--- config.mk ---
export PLATFORM = sky130hd
export DESIGN_NAME = rtc_ctrl
export DESIGN_NICKNAME = d
export VERILOG_FILES = /design/src/hw/rtl/rtc_pkg.sv /design/src/hw/rtl/rtc_ctrl.sv
export SDC_FILE = /design/constraint.sdc
export NUM_CORES = 1
export LEC_CHECK = 0
export BUFFER_PORTS_ARGS = -buffer_cell sky130_fd_sc_hd__buf_2
export CAP_MARGIN = 20
export CORE_MARGIN = 4
export CORE_UTILIZATION = 50
export CTS_BUF_LIST = sky130_fd_sc_hd__clkbuf_8 sky130_fd_sc_hd__clkbuf_16
export CTS_CLUSTER_DIAMETER = 40
export DETAILED_ROUTE_END_ITERATION = 12
export PLACE_DENSITY_LB_ADDON = 0.08
export RECOVER_POWER = 25
export SYNTH_ARGS = -nofsm -noshare
export SYNTH_HDL_FRONTEND = slang
export SYNTH_SLANG_ARGS = --single-unit
--- constraint.sdc ---
create_clock -name clk_i -period 4.08 [get_ports clk_i]
set_input_delay 0.816 -clock clk_i [delete_from_list [all_inputs] [get_ports clk_i]]
set_output_delay 0.816 -clock clk_i [all_outputs]
set_load 0.005 [all_outputs]
--- src/hw/rtl/rtc_pkg.sv ---
// Shared types, constants and the multiply-accumulate program of the ray/triangle tester.
package rtc_pkg;

  localparam int unsigned COORD_WIDTH = 32;
  localparam int unsigned FRAC_BITS   = 16;
  localparam int unsigned T_W         = 31;
  localparam int unsigned ID_W        = 32;
  localparam int unsigned CFG_IDX_W   = 3;
  localparam int unsigned STEP_W      = 5;

  // Configuration register indexes.
  localparam logic [CFG_IDX_W-1:0] CFG_ORG_X = 3'd0;
  localparam logic [CFG_IDX_W-1:0] CFG_ORG_Y = 3'd1;
  localparam logic [CFG_IDX_W-1:0] CFG_ORG_Z = 3'd2;
  localparam logic [CFG_IDX_W-1:0] CFG_DIR_X = 3'd3;
  localparam logic [CFG_IDX_W-1:0] CFG_DIR_Y = 3'd4;
  localparam logic [CFG_IDX_W-1:0] CFG_DIR_Z = 3'd5;
  localparam logic [CFG_IDX_W-1:0] CFG_START = 3'd6;

  // Vector components.
  localparam logic [1:0] CX = 2'd0;
  localparam logic [1:0] CY = 2'd1;
  localparam logic [1:0] CZ = 2'd2;

  // Program steps after which the sequencer checks or divides.
  localparam logic [STEP_W-1:0] STEP_DET_END = 5'd8;
  localparam logic [STEP_W-1:0] STEP_U_END   = 5'd11;
  localparam logic [STEP_W-1:0] STEP_V_END   = 5'd20;
  localparam logic [STEP_W-1:0] STEP_T_END   = 5'd23;

  typedef enum logic [1:0] {BS_E1, BS_E2, BS_REL, BS_DIR} bsel_e;
  typedef enum logic [1:0] {AS_E1, AS_E2, AS_PV, AS_QV} asel_e;
  typedef enum logic [3:0] {
    MD_NONE, MD_PV_X, MD_PV_Y, MD_PV_Z, MD_QV_X, MD_QV_Y, MD_QV_Z, MD_DET, MD_NUM
  } mdst_e;
  typedef enum logic [1:0] {DV_U, DV_V, DV_T} ddst_e;

  typedef enum logic [2:0] {
    ST_IDLE, ST_MAC_GO, ST_MAC_WAIT, ST_DIV_GO, ST_DIV_WAIT, ST_CHK, ST_EMIT
  } ctl_state_e;

  typedef struct packed {
    bsel_e      b_sel;
    logic [1:0] b_c;
    asel_e      a_sel;
    logic [1:0] a_c;
    logic       clr;
    logic       sub;
    mdst_e      dst;
  } mac_cmd_t;

  typedef struct packed {
    logic     load;
    logic     mac_go;
    mac_cmd_t mac;
    logic     div_go;
    ddst_e    div_dst;
    logic     commit;
    logic     emit;
  } ctl_cmd_t;

  typedef struct packed {
    logic mul_done;
    logic div_done;
    logic det_ok;
    logic u_ok;
    logic v_ok;
    logic t_ok;
    logic out_free;
  } ctl_sts_t;

  function automatic mac_cmd_t mk(input bsel_e bs, input logic [1:0] bc, input asel_e as,
                                  input logic [1:0] ac, input logic clr, input logic sub,
                                  input mdst_e dst);
    mac_cmd_t m;
    m.b_sel = bs;
    m.b_c   = bc;
    m.a_sel = as;
    m.a_c   = ac;
    m.clr   = clr;
    m.sub   = sub;
    m.dst   = dst;
    return m;
  endfunction

  // pv = dir x e2, det = e1.pv, u num = rel.pv, qv = rel x e1, v num = dir.qv, t num = e2.qv.
  function automatic mac_cmd_t mac_prog(input logic [STEP_W-1:0] s);
    mac_cmd_t m;
    case (s)
      5'd0:    m = mk(BS_DIR, CY, AS_E2, CZ, 1'b1, 1'b0, MD_NONE);
      5'd1:    m = mk(BS_DIR, CZ, AS_E2, CY, 1'b0, 1'b1, MD_PV_X);
      5'd2:    m = mk(BS_DIR, CZ, AS_E2, CX, 1'b1, 1'b0, MD_NONE);
      5'd3:    m = mk(BS_DIR, CX, AS_E2, CZ, 1'b0, 1'b1, MD_PV_Y);
      5'd4:    m = mk(BS_DIR, CX, AS_E2, CY, 1'b1, 1'b0, MD_NONE);
      5'd5:    m = mk(BS_DIR, CY, AS_E2, CX, 1'b0, 1'b1, MD_PV_Z);
      5'd6:    m = mk(BS_E1, CX, AS_PV, CX, 1'b1, 1'b0, MD_NONE);
      5'd7:    m = mk(BS_E1, CY, AS_PV, CY, 1'b0, 1'b0, MD_NONE);
      5'd8:    m = mk(BS_E1, CZ, AS_PV, CZ, 1'b0, 1'b0, MD_DET);
      5'd9:    m = mk(BS_REL, CX, AS_PV, CX, 1'b1, 1'b0, MD_NONE);
      5'd10:   m = mk(BS_REL, CY, AS_PV, CY, 1'b0, 1'b0, MD_NONE);
      5'd11:   m = mk(BS_REL, CZ, AS_PV, CZ, 1'b0, 1'b0, MD_NUM);
      5'd12:   m = mk(BS_REL, CY, AS_E1, CZ, 1'b1, 1'b0, MD_NONE);
      5'd13:   m = mk(BS_REL, CZ, AS_E1, CY, 1'b0, 1'b1, MD_QV_X);
      5'd14:   m = mk(BS_REL, CZ, AS_E1, CX, 1'b1, 1'b0, MD_NONE);
      5'd15:   m = mk(BS_REL, CX, AS_E1, CZ, 1'b0, 1'b1, MD_QV_Y);
      5'd16:   m = mk(BS_REL, CX, AS_E1, CY, 1'b1, 1'b0, MD_NONE);
      5'd17:   m = mk(BS_REL, CY, AS_E1, CX, 1'b0, 1'b1, MD_QV_Z);
      5'd18:   m = mk(BS_DIR, CX, AS_QV, CX, 1'b1, 1'b0, MD_NONE);
      5'd19:   m = mk(BS_DIR, CY, AS_QV, CY, 1'b0, 1'b0, MD_NONE);
      5'd20:   m = mk(BS_DIR, CZ, AS_QV, CZ, 1'b0, 1'b0, MD_NUM);
      5'd21:   m = mk(BS_E2, CX, AS_QV, CX, 1'b1, 1'b0, MD_NONE);
      5'd22:   m = mk(BS_E2, CY, AS_QV, CY, 1'b0, 1'b0, MD_NONE);
      5'd23:   m = mk(BS_E2, CZ, AS_QV, CZ, 1'b0, 1'b0, MD_NUM);
      default: m = mk(BS_E1, CX, AS_E1, CX, 1'b1, 1'b0, MD_NONE);
    endcase
    return m;
  endfunction

endpackage

--- src/hw/rtl/rtc_ctrl.sv ---
// Sequencer that steps the multiply-accumulate program, the divisions and the hit checks.
module rtc_ctrl (
  input  logic                clk_i,
  input  logic                rst_ni,
  input  logic                in_valid_i,
  output logic                in_ready_o,
  input  rtc_pkg::ctl_sts_t   sts_i,
  output rtc_pkg::ctl_cmd_t   cmd_o
);

  rtc_pkg::ctl_state_e state_q, state_d;
  logic [rtc_pkg::STEP_W-1:0] step_q, step_d;
  logic div_step;

  assign div_step = (step_q == rtc_pkg::STEP_U_END) || (step_q == rtc_pkg::STEP_V_END) ||
                    (step_q == rtc_pkg::STEP_T_END);

  always_ff @(posedge clk_i or negedge rst_ni) begin
    if (!rst_ni) begin
      state_q <= rtc_pkg::ST_IDLE;
      step_q  <= '0;
    end else begin
      state_q <= state_d;
      step_q  <= step_d;
    end
  end

  always_comb begin
    state_d = state_q;
    step_d  = step_q;
    case (state_q)
      rtc_pkg::ST_IDLE: begin
        if (in_valid_i) begin
          state_d = rtc_pkg::ST_MAC_GO;
          step_d  = '0;
        end
      end
      rtc_pkg::ST_MAC_GO: state_d = rtc_pkg::ST_MAC_WAIT;
      rtc_pkg::ST_MAC_WAIT: begin
        if (sts_i.mul_done) begin
          if (step_q == rtc_pkg::STEP_DET_END) begin
            state_d = rtc_pkg::ST_CHK;
          end else if (div_step) begin
            state_d = rtc_pkg::ST_DIV_GO;
          end else begin
            state_d = rtc_pkg::ST_MAC_GO;
            step_d  = step_q + 1'b1;
          end
        end
      end
      rtc_pkg::ST_DIV_GO: state_d = rtc_pkg::ST_DIV_WAIT;
      rtc_pkg::ST_DIV_WAIT: begin
        if (sts_i.div_done) state_d = rtc_pkg::ST_CHK;
      end
      rtc_pkg::ST_CHK: begin
        state_d = rtc_pkg::ST_EMIT;
        case (step_q)
          rtc_pkg::STEP_DET_END: begin
            if (sts_i.det_ok) begin
              state_d = rtc_pkg::ST_MAC_GO;
              step_d  = step_q + 1'b1;
            end
          end
          rtc_pkg::STEP_U_END: begin
            if (sts_i.u_ok) begin
              state_d = rtc_pkg::ST_MAC_GO;
              step_d  = step_q + 1'b1;
            end
          end
          rtc_pkg::STEP_V_END: begin
            if (sts_i.v_ok) begin
              state_d = rtc_pkg::ST_MAC_GO;
              step_d  = step_q + 1'b1;
            end
          end
          default: state_d = rtc_pkg::ST_EMIT;
        endcase
      end
      rtc_pkg::ST_EMIT: begin
        if (sts_i.out_free) state_d = rtc_pkg::ST_IDLE;
      end
      default: state_d = rtc_pkg::ST_IDLE;
    endcase
  end

  always_comb begin
    cmd_o         = '0;
    cmd_o.mac     = rtc_pkg::mac_prog(step_q);
    cmd_o.div_dst = rtc_pkg::DV_T;
    in_ready_o    = (state_q == rtc_pkg::ST_IDLE);
    case (step_q)
      rtc_pkg::STEP_U_END: cmd_o.div_dst = rtc_pkg::DV_U;
      rtc_pkg::STEP_V_END: cmd_o.div_dst = rtc_pkg::DV_V;
      default:             cmd_o.div_dst = rtc_pkg::DV_T;
    endcase
    case (state_q)
      rtc_pkg::ST_IDLE:   cmd_o.load   = in_valid_i;
      rtc_pkg::ST_MAC_GO: cmd_o.mac_go = 1'b1;
      rtc_pkg::ST_DIV_GO: cmd_o.div_go = 1'b1;
      rtc_pkg::ST_CHK:    cmd_o.commit = (step_q == rtc_pkg::STEP_T_END) && sts_i.t_ok;
      rtc_pkg::ST_EMIT:   cmd_o.emit   = sts_i.out_free;
      default:            cmd_o.load   = 1'b0;
    endcase
  end

  a_mac_go_wait: assert property (@(posedge clk_i) disable iff (!rst_ni)
    cmd_o.mac_go |=> state_q == rtc_pkg::ST_MAC_WAIT)
    else $error("multiply start not followed by wait");
  a_load_step: assert property (@(posedge clk_i) disable iff (!rst_ni)
    cmd_o.load |=> step_q == '0)
    else $error("program did not restart on a new item");
  a_commit_step: assert property (@(posedge clk_i) disable iff (!rst_ni)
    cmd_o.commit |-> step_q == rtc_pkg::STEP_T_END)
    else $error("commit outside the distance check");

endmodule

==> impl_metrics.py, run 1 <==
metrics = {
    "placed_design": {
        "port_buffers": 31,
        "post-place-ws_ns": 1.429,
        "gp_congestion": 0.8175,
        "dp_hpwl_um": 2055,
    },
    "sta": {
        "maxSlewViolCount": 0,
        "finClkSkew_ns": 0.001463,
        "fin_crit_sh_pct": 71.37,
        "setup_viol": 0,
        "tightestPinTransition_ns": 0.8338,
        "maxSlewHeadroom_pct": 44.42,
        "fin_crit_ns": 2.912,
        "setup_ws_ns": 1.168,
        "hold_slack_ns": 0.4935,
        "timing.fmax_ghz": 0.3434,
        "setup_tns_ns": 0,
        "rsz0062_at_grt": "no",
        "finalHoldViolCount": 0,
    },
    "status": {
        "status": "finished, final reports clean",
    },
    "cts": {
        "clockRootBuffer": "clkbuf_8",
        "cts_buffers": 3,
        "clkTransAtPathRegs_ns": 0.04,
        "cts_tree": "yes",
        "cts.sinks": 8,
        "h-tree-depth": 1,
        "postCtsResizedCells": 0,
        "clockBufferDepth": 2,
        "post_cts_buffers": 0,
        "cts_hold_buf": 0,
        "clk_latency_ns": 0.22,
    },
    "global_routing": {
        "grt_pass1_vias": 1033,
        "antenna_found_initial": 0,
        "grt_pass1_wl_um": 4588,
        "track_usage_pct": 17.57,
        "grt_max_degree": 32,
        "grt_remaining_overflow": 0,
    },
    "floorplan": {
        "die_w_um": 55.62,
        "dieArea_mm2": 0.003093,
        "die_h_um": 55.62,
        "rows": 16,
        "io_pins": 32,
        "core_mm2": 0.002062,
        "start_util_pct": 54.98,
    },
    "yosys": {
        "synth_common_cells": "18 x a21oi_1, 17 x nor2_1, 13 x nand2_1",
        "syn-num-nets": 178,
        "synth_top_family_by_area": "simple AND/OR/NAND/NOR gates",
        "synth_area_leader_cell": "dfrtp_1",
        "async_reset_ff_share_pct": 100.0,
        "synth_simple_gate_area_share_pct": 32.45,
        "synth.distinct_cells": 48,
        "synthFlopType": "dfrtp_1",
        "synth-compound-area-share_pct": 31.79,
        "synth.mux.area_fraction_pct": 2.870,
        "netlist.area_leader.share_pct": 17.66,
        "synth_seq_cells": 8,
        "synth_edf_count": 0,
        "synthAdderAreaFrac_pct": 5.519,
        "syn_area_mm2": 0.001134,
        "avgSynthCellArea_um2": 6.955,
        "synthTopCellsByArea": "dfrtp_1 18%, a21oi_1 7.9%, nor2_1 5.6%",
        "synth_cells": 163,
        "yosysSeqAreaShare_pct": 17.66,
        "synthMostInstantiatedCell": "a21oi_1",
        "yosys.area_share.xor_xnor_pct": 1.545,
        "yosys_warnings": 0,
    },
    "drt": {
        "via_per_inst": 5.882,
        "routed_wl_um": 2832,
        "via_count": 1241,
        "wire_per_inst_um": 13.42,
        "drtAntennaViolNets": 0,
        "dr.pass1.iters": 4,
        "dr.first_iter.drc_count": 39,
        "drc": 0,
    },
    "power_and_ir_drop": {
        "pwr_density_cell_mw_per_mm2": 504.7,
        "power.total_mw": 0.6536,
        "p_leak_nw": 0.5355,
        "ir_worst_vdd_mv": 0.3945,
    },
    "final_layout": {
        "nFillCells": 204,
        "antenna_cells": 0,
        "nNetsFinal": 201,
        "area_growth_pct": 14.24,
        "drive_gt1_share_pct": 19.02,
    },
    "critical_path": {
        "critPathKind": "flip-flop to output pin",
        "arrival_ns": 2.10,
        "rr_endpoint": "step_q[0]",
        "r2r_setup_slack_ns": 1.67,
        "end_kind": "output pin",
        "r2r_start": "step_q[0]",
        "cp_max_fo": 31,
        "cp.required_ns": 3.26,
        "reg2regPathDepth": 7,
        "start_kind": "flip-flop",
    },
    "flow_run": {
        "cap_violations": 0,
    },
    "min_path": {
        "holdCritPathClass": "primary input to async pin",
    },
}
-- worst max-delay path, stage by stage, from the launching register on --
cell and delay, ns:
dfrtp_1 0.88, inv_1 0.31, ha_1 0.30, a21oi_1 0.12, o32ai_1 0.09, buf_2 0.17
-- cell usage in the layout (no fill, tap or decap), drive strengths merged, types with 3 or more instances in the layout --
cell type  instances
nor3               4
and2               3
clkbuf             5
inv                7
ha                 5
nand3              9
o21ai             12
a21oi             18
o31ai              3
nand2             13
nor2b              3
buf               29
a21o               3
nand3b             3
o22ai              5
nor2              17
dfrtp              8
nand2b             7
-- worst max-delay path by stage --
stage | startpoint | endpoint | slack, ns | cells after the start
after floorplan | step_q[0] | cmd_o[10] | 1.83 | 8
after global placement | step_q[0] | cmd_o[10] | 1.47 | 8
after detailed placement | step_q[2] | cmd_o[6] | 1.43 | 5
after CTS | step_q[2] | cmd_o[6] | 1.19 | 5
after global routing | step_q[2] | cmd_o[15] | 0.97 | 6
final | step_q[2] | cmd_o[6] | 1.17 | 5
-- through the flow --
| step | instance area [um2] | cells | util (%) |
|---|---|---|---|
| finish | 1295 | 211 | 62.80 |
| global route | 1295 | 211 | 62.80 |
| CTS | 1297 | 211 | 62.92 |
| detailed placement | 1256 | 208 | 60.92 |
| global placement | 1256 | 208 | 60.92 |
| floorplan | 1134 | 163 | - |
-- sequential cells by signal, summed over array words and instances, names as in the netlist --
signal   flops
state_q      3
step_q       5
-- kinds of logic after synthesis --
kind of cell | Yosys count
fa+ha+maj | 5
flops | 8
compound gates | 57
xor+xnor | 2
buf+inv | 20
mux | 3
simple gates | 68
-- area by class of cell --
class	instances	area [um2]	share of cell area, %
multi-input cells	135	840.8	64.93
flip-flops and latches	8	200.2	15.46
repair buffers	31	152.6	11.79
clock buffers	3	41.29	3.188
well taps	27	33.78	2.609
inverters	7	26.28	2.029
-- routing by layer --
layer | track usage, % | vias up | part of all wire (%)
li1 | - | 637 | -
met5 | 0 | - | 0
met4 | 6.597 | 0 | 1.0
met1 | 26.06 | 555 | 50
met3 | 2.784 | 4 | 6.8
met2 | 25.17 | 45 | 42
-- report_power, final --
part           internal, mW  total [mW]  switching, mW
Sequential            0.101       0.164         0.0635
Clock                0.0635      0.0903         0.0268
Combinational         0.180       0.399          0.219
Note: power is estimated with default switching activity, not from simulation.
==> run 2, diff against run 1 <==
--- a/config.mk
+++ b/config.mk
@@ -5,6 +5,7 @@
 export SDC_FILE = /design/constraint.sdc
 export NUM_CORES = 1
 export LEC_CHECK = 0
+export ABC_AREA = 1
 export BUFFER_PORTS_ARGS = -buffer_cell sky130_fd_sc_hd__buf_2
 export CAP_MARGIN = 20
 export CORE_MARGIN = 4
==> constraint.sdc (replaced) <==
create_clock -name clk_i -period 2.77 [get_ports clk_i]
set_input_delay 0.554 -clock clk_i [delete_from_list [all_inputs] [get_ports clk_i]]
set_output_delay 0.554 -clock clk_i [all_outputs]
set_load 0.005 [all_outputs]
==> impl_metrics.py, run 2 <==
metrics = {
    "placed_design": {
        "post-place-ws_ns": 0.6205,
        "gp_congestion": 0.9064,
        "place_inst": 239,
        "port_buffers": 31,
        "dp_hpwl_um": 2351,
    },
    "sta": {
        "fin_crit_ns": 2.436,
        "finClkSkew_ns": 0.0008353,
        "rsz0062_at_grt": "no",
        "tightestPinTransition_ns": 0.5477,
        "maxSlewViolCount": 0,
        "fin_crit_sh_pct": 87.93,
        "setup_tns_ns": 0,
        "finalHoldViolCount": 0,
        "setup_ws_ns": 0.3344,
        "maxSlewHeadroom_pct": 63.49,
        "setup_viol": 0,
        "timing.fmax_ghz": 0.4106,
    },
    "global_routing": {
        "antenna_found_initial": 0,
        "grt_max_degree": 17,
        "grt_remaining_overflow": 0,
        "track_usage_pct": 17.66,
        "grt_pass1_vias": 1158,
        "grt_pass1_wl_um": 4795,
    },
    "yosys": {
        "yosys_warnings": 0,
        "yosysSeqAreaShare_pct": 16.56,
        "netlist.area_leader.share_pct": 16.56,
        "synth_area_leader_cell": "dfrtp_1",
        "synth_common_cells": "46 x nand2_1, 23 x inv_1, 15 x nand3_1, 15 x nor2_1, 9 x o21ai_0",
        "syn-num-nets": 199,
        "synth_cells": 184,
        "avgSynthCellArea_um2": 6.569,
        "synth_edf_count": 0,
        "synthTopCellsByArea": "dfrtp_1 17%, nand2_1 14%, inv_1 7.1%",
        "synthFlopType": "dfrtp_1",
        "syn_area_mm2": 0.001209,
        "synth.distinct_cells": 35,
        "async_reset_ff_share_pct": 100.0,
        "synth_seq_cells": 8,
        "synthMostInstantiatedCell": "nand2_1",
    },
    "critical_path": {
        "cp.required_ns": 2.22,
        "reg2regPathDepth": 12,
        "arrival_ns": 1.88,
        "cp_max_fo": 9,
        "path_depth": 7,
        "max_stage_delay_ns": 0.47,
        "crit_buf_inv": 3,
        "crit_chain": "inv_1 > ha_1 > inv_1 > nor2_4 > nor2_1 > a221oi_1 > buf_2",
        "crit_family": "flip-flops",
        "cpMostUsedCell": "inv_1",
        "start_kind": "flip-flop",
        "critPathKind": "flip-flop to output pin",
        "end_kind": "output pin",
        "worst_path_max_delay_cell": "dfrtp_1",
    },
    "final_layout": {
        "largest_reg_flops": 5,
        "area_growth_pct": 16.15,
        "final_cell_mix": "46 x nand2_1, 30 x buf_2, 24 x inv_1",
        "stdcell_count": 242,
        "drive_gt1_share_pct": 29.44,
        "final_common_cell": "nand2_1",
        "nNetsFinal": 231,
        "reg_top3": "step_q: 5 flops, state_q: 3 flops",
        "utilization_pct": 62.26,
        "antenna_cells": 0,
        "regMostFlops": "step_q",
    },
    "cts": {
        "clkTransAtPathRegs_ns": 0.04,
        "clockBufferDepth": 2,
        "post_cts_buffers": 0,
        "cts_buffers": 3,
        "cts_tree": "yes",
        "clockRootBuffer": "clkbuf_8",
        "postCtsResizedCells": 0,
        "h-tree-depth": 1,
        "clk_latency_ns": 0.22,
        "cts_hold_buf": 0,
        "cts.sinks": 8,
    },
    "drt": {
        "routed_wl_um": 2906,
        "wire_per_inst_um": 12.01,
        "via_count": 1311,
        "dr.pass1.iters": 5,
        "drc": 0,
        "drtAntennaViolNets": 0,
        "dr.first_iter.drc_count": 69,
        "via_per_inst": 5.417,
    },
    "power_and_ir_drop": {
        "p_switching_mw": 0.4539,
        "ir_worst_vdd_mv": 0.5512,
        "p_seq_share_pct": 21.4,
        "power.total_mw": 0.9109,
        "power_frac_clock_pct": 14.7,
        "pwr_density_cell_mw_per_mm2": 648.8,
        "comb_power_share_pct": 63.9,
        "internal_power_mw": 0.4570,
        "p_leak_nw": 0.7632,
        "p_sw_share_pct": 49.83,
    },
    "floorplan": {
        "io_pins": 32,
        "core_mm2": 0.002255,
        "start_util_pct": 53.61,
        "die_w_um": 57.17,
        "rows": 17,
        "die_h_um": 57.17,
        "dieArea_mm2": 0.003268,
    },
    "status": {
        "status": "finished, final reports clean",
    },
    "flow_run": {
        "cap_violations": 0,
    },
    "min_path": {
        "holdCritPathClass": "primary input to async pin",
    },
}
[run 2: changes by cell type in the layout (fill, tap and decap cells not counted), moves of 5 or more]
cell	previous run	this run
a21oi_1	18	6
nand2_2	0	8
nand2b_1	7	0
nand2_1	13	46
nand3_1	9	15
inv_1	7	24
o22ai_1	5	0
inv_2	0	5
[run 2: path summary, 6_finish.rpt]
| path | from | endpoint | slack [ns] |
|---|---|---|---|
| worst min-delay path | rst_ni | state_q[2] | 0.23 |
| max in group asynchronous | rst_ni | step_q[1] | 2.26 |
| min in group clk_i | step_q[1] | step_q[1] | 0.63 |
| worst min register to register | step_q[1] | step_q[1] | 0.63 |
| worst max-delay path | step_q[0] | cmd_o[5] | 0.33 |
| worst max register to register | step_q[0] | step_q[3] | 0.95 |
[run 2: power groups by stage]
| stage | clock network [mW] | registers, mW | logic (mW) |
|---|---|---|---|
| 2_1_floorplan | 0 | 0.186 | 0.441 |
| 3_3_place_gp | 0 | 0.194 | 0.572 |
| 3_5_place_dp | 0 | 0.197 | 0.580 |
| 4_1_cts | 0.139 | 0.196 | 0.582 |
| 5_1_grt | 0.143 | 0.202 | 0.656 |
| 6_report | 0.134 | 0.195 | 0.582 |
[run 2: layer usage]
metal  vias up  track usage (%)  wire, um  part of all wire [%]
li1        651                -         -                     -
met1       591            24.45      1319                    45
met2        62            28.22      1334                    46
met3         7            1.810       203                   7.0
met4         0            6.623        48                   1.7
met5         -                0         0                     0
[run 2: worst register-to-register path: stages (launching register included)]
cell and delay, ns:
dfrtp_1 0.49, inv_1 0.13, ha_1 0.25, inv_1 0.12, nor2_4 0.07, nand2_4 0.10, nor2_4 0.04, nor2_2 0.08
nand2_2 0.09, nor2_8 0.13, nand2_4 0.07, nand2_1 0.06, nand2_1 0.06
[run 2: cell families (layout without fill, tap and decap cells)]
group	count (synthesis)	in the layout	synth area share (%)
XOR/XNOR	2	2	1.450
AND/OR/NAND/NOR	107	107	48.97
buffers and inverters	36	66	13.97
flip-flops	8	8	16.56
adder cells (fa/ha/maj)	5	5	5.176
AO/OA/AOI/OAI	26	26	13.87
[run 2: cell type report]
cell class	instances	area [um2]
Tap cell	28	35.03
Clock buffer	3	41.29
Sequential cell	8	200.2
Multi-Input combinational cell	140	839.6
Timing Repair Buffer	32	161.4
Inverter	31	126.4
Fill cell	226	850.8
[run 2: through the flow]
step                      area [um2]  hold WS [ns]
after floorplan                 1209        0.2584
after global placement          1364        0.3963
after detailed placement        1364        0.3994
after CTS                       1405        0.1597
after global routing            1404        0.2470
final                           1404        0.2286
